`src/rtl/pms_pkg.sv`:
```
package pms_pkg;

    localparam int unsigned CH_W   = 8;
    localparam int unsigned NCH    = 4;
    localparam int unsigned PROD_W = 16;
    localparam int unsigned DEN_W  = 16;
    localparam int unsigned REM_W  = 24;
    localparam int unsigned QUO_W  = 9;

    localparam logic [CH_W-1:0]   CH_MAX       = 8'd255;
    localparam logic [DEN_W-1:0]  FULL_SQ      = 16'd65025;
    localparam logic [PROD_W-1:0] OPAQUE_LIMIT = 16'd64959;
    localparam logic [DEN_W-1:0]  MIN_DEN      = FULL_SQ - OPAQUE_LIMIT;

    // How the result of one pixel is formed.
    typedef enum logic [3:0] {
        MODE_PASS   = 4'b0001,
        MODE_CLEAR  = 4'b0010,
        MODE_SPLIT  = 4'b0100,
        MODE_OPAQUE = 4'b1000
    } t_mode;

    // Payload carried through the divider stages. In the pass and clear modes
    // the lift slot holds the source pixel.
    typedef struct packed {
        t_mode                            mode;
        logic [NCH-1:0][CH_W-1:0]         lift;
        logic [DEN_W-1:0]                 den;
        logic [NCH-1:0][REM_W-1:0]        rem;
        logic [NCH-1:0][QUO_W-1:0]        quo;
    } t_div_bus;

    // Exact floor(p / 255) for any product of two 8-bit values.
    function automatic logic [CH_W-1:0] div255(input logic [PROD_W-1:0] p);
        logic [PROD_W:0] s;
        s = {1'b0, p} + {9'd0, p[PROD_W-1:CH_W]} + 17'd1;
        return s[PROD_W-1:CH_W];
    endfunction

endpackage

```
`src/rtl/pms_div_stage.sv`:
```
module pms_div_stage
    import pms_pkg::*;
#(
    parameter int unsigned BIT = 0
) (
    input  logic     i_clk,
    input  logic     i_en,
    input  t_div_bus i_bus,
    output t_div_bus o_bus
);

    t_div_bus r_bus;
    t_div_bus n_bus;

    // One restoring quotient bit for all four channels against a shared divisor.
    always_comb begin
        logic [REM_W:0] shifted;
        logic [REM_W:0] diff;
        n_bus   = i_bus;
        shifted = (REM_W + 1)'(i_bus.den) << BIT;
        for (int ch = 0; ch < NCH; ch++) begin
            diff = {1'b0, i_bus.rem[ch]} - shifted;
            if ({1'b0, i_bus.rem[ch]} >= shifted) begin
                n_bus.rem[ch]      = diff[REM_W-1:0];
                n_bus.quo[ch][BIT] = 1'b1;
            end
        end
    end

    always_ff @(posedge i_clk) begin
        if (i_en) begin
            r_bus <= n_bus;
        end
    end

    assign o_bus = r_bus;

endmodule

```
`src/rtl/premultiplied_mask_split_core.sv`:
```
// Throughput: one item per cycle while m_axis_tready does not hold the output;
// the nine divider stages each resolve one quotient bit.
// Each stage holds its item only when the next one is full, so the input is
// still taken while a result waits, until all twelve stages are occupied.
// Reset (synchronous, active low) clears the stage valid bits and the selection
// register; the data registers are not reset.
module premultiplied_mask_split_core
    import pms_pkg::*;
(
    input  logic        i_clk,
    input  logic        i_rst_n,
    input  logic        i_cfg_we,
    input  logic        i_cfg_wdata,
    input  logic        s_axis_tvalid,
    output logic        s_axis_tready,
    // src_red, src_green, src_blue, src_alpha, mask_alpha
    input  logic [39:0] s_axis_tdata,
    output logic        m_axis_tvalid,
    input  logic        m_axis_tready,
    // lift_red, lift_green, lift_blue, lift_alpha,
    // rest_red, rest_green, rest_blue, rest_alpha
    output logic [63:0] m_axis_tdata
);

    localparam int unsigned NST = QUO_W + 3;

    logic           r_sel;
    logic [NST-1:0] r_vld;
    logic [NST-1:0] en;

    // Stage A: products.
    logic [NCH-1:0][CH_W-1:0]   r_a_px;
    logic [NCH-1:0][PROD_W-1:0] r_a_cm;
    logic [NCH-1:0][PROD_W-1:0] r_a_cinv;
    logic [PROD_W-1:0]          r_a_am;
    t_mode                      r_a_mode;

    logic [NCH-1:0][CH_W-1:0] in_px;
    logic [CH_W-1:0]          in_m;
    t_mode                    n_a_mode;

    t_div_bus r_b;
    t_div_bus n_b;
    t_div_bus div_in  [QUO_W];
    t_div_bus div_out [QUO_W];

    logic [63:0] r_out;
    logic [63:0] n_out;

    always_ff @(posedge i_clk) begin
        if (!i_rst_n) begin
            r_sel <= 1'b0;
        end else if (i_cfg_we) begin
            r_sel <= i_cfg_wdata;
        end
    end

    // A stage loads when it is empty or its item moves on.
    always_comb begin
        en[NST-1] = !r_vld[NST-1] || m_axis_tready;
        for (int k = NST - 2; k >= 0; k--) begin
            en[k] = !r_vld[k] || en[k+1];
        end
    end

    always_ff @(posedge i_clk) begin
        if (!i_rst_n) begin
            r_vld <= '0;
        end else begin
            if (en[0]) begin
                r_vld[0] <= s_axis_tvalid;
            end
            for (int k = 1; k < NST; k++) begin
                if (en[k]) begin
                    r_vld[k] <= r_vld[k-1];
                end
            end
        end
    end

    assign s_axis_tready = en[0];

    always_comb begin
        for (int i = 0; i < NCH; i++) begin
            in_px[i] = s_axis_tdata[i*CH_W +: CH_W];
        end
        in_m = s_axis_tdata[NCH*CH_W +: CH_W];
        if (!r_sel) begin
            n_a_mode = MODE_PASS;
        end else if (in_m == '0) begin
            n_a_mode = MODE_CLEAR;
        end else begin
            n_a_mode = MODE_SPLIT;
        end
    end

    always_ff @(posedge i_clk) begin
        if (en[0]) begin
            for (int i = 0; i < NCH; i++) begin
                r_a_px[i]   <= in_px[i];
                r_a_cm[i]   <= PROD_W'(in_px[i]) * PROD_W'(in_m);
                r_a_cinv[i] <= PROD_W'(in_px[i]) * PROD_W'(CH_MAX - in_m);
            end
            r_a_am   <= PROD_W'(in_px[NCH-1]) * PROD_W'(in_m);
            r_a_mode <= n_a_mode;
        end
    end

    // Stage B: lifted channels, divisor and dividends.
    always_comb begin
        n_b      = '0;
        n_b.mode = r_a_mode;
        n_b.den  = FULL_SQ - r_a_am;
        for (int i = 0; i < NCH; i++) begin
            n_b.rem[i] = (REM_W'(r_a_cinv[i]) << CH_W) - REM_W'(r_a_cinv[i]);
        end
        case (r_a_mode)
            MODE_SPLIT: begin
                for (int i = 0; i < NCH; i++) begin
                    n_b.lift[i] = div255(r_a_cm[i]);
                end
                if (r_a_am > OPAQUE_LIMIT) begin
                    n_b.mode = MODE_OPAQUE;
                end
            end
            default: begin
                n_b.lift = r_a_px;
            end
        endcase
    end

    always_ff @(posedge i_clk) begin
        if (en[1]) begin
            r_b <= n_b;
        end
    end

    for (genvar j = 0; j < QUO_W; j++) begin : g_div
        if (j == 0) begin : g_first
            assign div_in[j] = r_b;
        end else begin : g_next
            assign div_in[j] = div_out[j-1];
        end
        pms_div_stage #(
            .BIT (QUO_W - 1 - j)
        ) u_div (
            .i_clk (i_clk),
            .i_en  (en[2+j]),
            .i_bus (div_in[j]),
            .o_bus (div_out[j])
        );
    end

    // Output stage: saturate the quotients and lay out the result item.
    always_comb begin
        t_div_bus                 d;
        logic [NCH-1:0][CH_W-1:0] sat;
        d = div_out[QUO_W-1];
        for (int i = 0; i < NCH; i++) begin
            sat[i] = d.quo[i][QUO_W-1] ? CH_MAX : d.quo[i][CH_W-1:0];
        end
        case (d.mode)
            MODE_PASS: begin
                n_out = {32'd0, d.lift};
            end
            MODE_CLEAR: begin
                n_out = {d.lift, 32'd0};
            end
            MODE_SPLIT: begin
                n_out = {sat, d.lift};
            end
            default: begin
                n_out = {32'd0, d.lift};
            end
        endcase
    end

    always_ff @(posedge i_clk) begin
        if (en[NST-1]) begin
            r_out <= n_out;
        end
    end

    assign m_axis_tvalid = r_vld[NST-1];
    assign m_axis_tdata  = r_out;

    // The input is refused only when every stage holds an item.
    a_full_when_blocked: assert property (@(posedge i_clk) disable iff (!i_rst_n)
        !s_axis_tready |-> (&r_vld))
        else $error("input refused with an empty stage");

    // A split item that reaches the divider has a divisor large enough.
    a_split_den: assert property (@(posedge i_clk) disable iff (!i_rst_n)
        (r_vld[1] && r_b.mode == MODE_SPLIT) |-> (r_b.den >= MIN_DEN))
        else $error("split item with near-zero divisor");

    // The opaque case is taken only when the divisor would be tiny.
    a_opaque_den: assert property (@(posedge i_clk) disable iff (!i_rst_n)
        (r_vld[1] && r_b.mode == MODE_OPAQUE) |-> (r_b.den < MIN_DEN))
        else $error("opaque item with usable divisor");

endmodule

```
`config.mk`:
```
export PLATFORM = sky130hd
export DESIGN_NAME = premultiplied_mask_split_core
export DESIGN_NICKNAME = d
export VERILOG_FILES = /design/src/rtl/pms_pkg.sv /design/src/rtl/pms_div_stage.sv /design/src/rtl/premultiplied_mask_split_core.sv
export SDC_FILE = /design/constraint.sdc
export NUM_CORES = 2
export LEC_CHECK = 0
export BUFFER_PORTS_ARGS = -buffer_cell sky130_fd_sc_hd__buf_2
export CORE_MARGIN = 8
export CORE_UTILIZATION = 53
export DETAILED_ROUTE_END_ITERATION = 8
export GPL_TIMING_DRIVEN = 0
export PLACE_DENSITY = 0.72
export RECOVER_POWER = 50
export SKIP_CTS_REPAIR_TIMING = 1
export SYNTH_ARGS = -nofsm -noshare
export SYNTH_HDL_FRONTEND = slang
export SYNTH_HIERARCHICAL = 1
export SYNTH_SLANG_ARGS = --single-unit
```
`constraint.sdc`:
```
create_clock -name i_clk -period 27.5 [get_ports i_clk]
set_input_delay 5.5 -clock i_clk [delete_from_list [all_inputs] [get_ports i_clk]]
set_output_delay 5.5 -clock i_clk [all_outputs]
set_load 0.01 [all_outputs]
```
==> flow_summary.json <==
{
  "status": "finished, violations left",
  "violations": "capacitance limit, slew limit",
  "cts-root-buf": "clkbuf_16",
  "combPwrFrac_pct": 54.3,
  "hpwl_um": 247700,
  "wire_per_inst_um": 23.04,
  "overflow": 0,
  "grt_max_degree": 132,
  "area_delta_synth_final_pct": 9.554,
  "routed_wl_um": 316200,
  "finalClockSkew_ps": 126.2,
  "cts_buffer_depth": 3,
  "cts_sinks": 1932,
  "leakagePower_nw": 52.12,
  "hold_path.class": "register to register",
  "tightest_slew_ps": 2812,
  "clock_latency_ps": 930,
  "via_per_inst": 5.843,
  "max_cap_viol_count": 6,
  "p_int_mw": 10.34,
  "slew_headroom_pct": -87.46,
  "drt_iter0_markers": 7059,
  "peakVddDrop_mv": 0.09185,
  "post-route-util_pct": 58.40,
  "start_util_pct": 53.31,
  "synth_area_um2": 117100,
  "drive_gt1_share_pct": 5.625,
  "track_usage_pct": 25.94,
  "critPathLaunchType": "input port",
  "maxSlewViolCount": 181,
  "clockPowerShare_pct": 15.1,
  "final.setup.tns_ps": 0,
  "grt_pass1_vias": 79390,
  "rows": 172,
  "crit_fanout": 72,
  "core_um2": 219700,
  "hold_violations": 0,
  "die_w_um": 486.1,
  "arrival_ps": 10090,
  "max_clock_freq_mhz": 64.15,
  "p_switching_mw": 7.854,
  "power_density_nw_per_um2": 141.8,
  "antenna_found_initial": 10,
  "power_frac_seq_pct": 30.5,
  "netlist_instances": 10230,
  "cts_buffers": 199,
  "fin_crit_sh_pct": 56.68,
  "cts_tree": "yes",
  "clkSlewWorstSetupHoldPaths_ps": 60,
  "dieArea_um2": 236300,
  "fin_crit_ps": 15590,
  "grt_pass1_wl_um": 473800,
  "drcViolationCount": 0,
  "h-tree-depth": 4,
  "first_pass_iters": 7,
  "rsz0062_at_grt": "false",
  "avgSynthCellArea_um2": 11.45,
  "critPathKind": "input port to primary output",
  "io_pins": 112,
  "die_y_um": 486.1,
  "fillCellCount": 17850,
  "vias": 80200,
  "io_buffer_count": 103,
  "cp.required_ps": 22000,
  "ant_nets": 0,
  "nets": 11890,
  "p_sw_share_pct": 43.17,
  "routabilityCongestion": 0.9738,
  "fin_hold_ws_ps": 335.1,
  "setup_violations": 0,
  "cp-end-kind": "primary output",
  "synth_warnings": 6
}
-- worst paths after layout --
kind / start / to / slack, ps / cells after the start
hold reg to reg: div_in[1621] / g_div[0].u_div/o_bus[149] / 340 / 0
hold / removal: div_in[1621] / g_div[0].u_div/o_bus[149] / 340 / 0
setup reg to reg: r_vld[11] / r_a_cinv[63] / 22470 / 9
setup / recovery: m_axis_tready / s_axis_tready / 11910 / 11
-- power groups by stage --
| stage | Sequential, mW | Combinational [mW] | Clock (mW) |
|---|---|---|---|
| after floorplan | 5.21 | 7.39 | 0 |
| after global placement | 5.59 | 9.66 | 0 |
| after detailed placement | 5.61 | 9.82 | 0 |
| after CTS | 5.56 | 9.89 | 2.82 |
| after global routing | 5.66 | 10.9 | 2.91 |
| final | 5.56 | 9.88 | 2.75 |
-- cell type report --
cell class | instances | area (um2) | area share [%]
Antenna cell | 11 | 27.53 | 0.02145
Buffer | 305 | 1189 | 0.9263
Clock buffer | 227 | 5085 | 3.963
Clock inverter | 144 | 1762 | 1.373
Inverter | 804 | 3048 | 2.375
Multi-Input combinational cell | 7222 | 54690 | 42.62
Sequential cell | 1932 | 57890 | 45.11
Tap cell | 2958 | 3701 | 2.884
Timing Repair Buffer | 122 | 934.6 | 0.7284
-- per-stage QoR --
step                total power, mW  area (um2)  instances  worst slack [ps]
floorplan                     12.61      117300      10260             11340
global placement              15.24      121500      13320              8710
detailed placement            15.43      122000      13340             11970
CTS                           18.26      128900      13710             11850
global route                  19.43      128300      13720             11650
finish                        18.19      128300      13730             11910
-- routing by layer --
layer	up-vias	global-route usage (%)	routed length, um
li1	37880	-	-
met4	8	14.02	20440
met1	38740	32.64	130500
met3	729	3.832	17440
met2	2837	43.40	147800
met5	-	0	53
-- cell usage in the layout (no fill, tap or decap), drive strengths merged, types with 127 or more instances in the layout --
cell type / instances
a21o: 168
a21oi: 640
and2: 236
clkbuf: 535
edfxtp: 1919
fa: 325
ha: 931
inv: 810
nand2: 785
nand2b: 155
nor2: 551
nor2b: 345
nor3: 155
o21a: 127
o21ai: 628
xnor2: 418
xor2: 262
-- worst max-delay path: stages --
cell	delay (ps)
buf_2	100
nor2b_1	310
clkinvlp_2	700
nor2_1	600
and2_1	520
and4_1	500
and3_1	420
nand2_4	440
buf_12	380
buf_16	250
buf_2	220
-- state kept, by name, summed over array words and instances (netlist names) --
name,flops
g_div.u_div/o_bus,1544
div_in,148
m_axis_tdata,64
r_a_cinv,64
r_a_cm,48
r_a_px,32
r_a_am,16
r_vld,12
r_a_mode,3
r_sel,1
No activity file was read; power rests on OpenSTA's default activity.
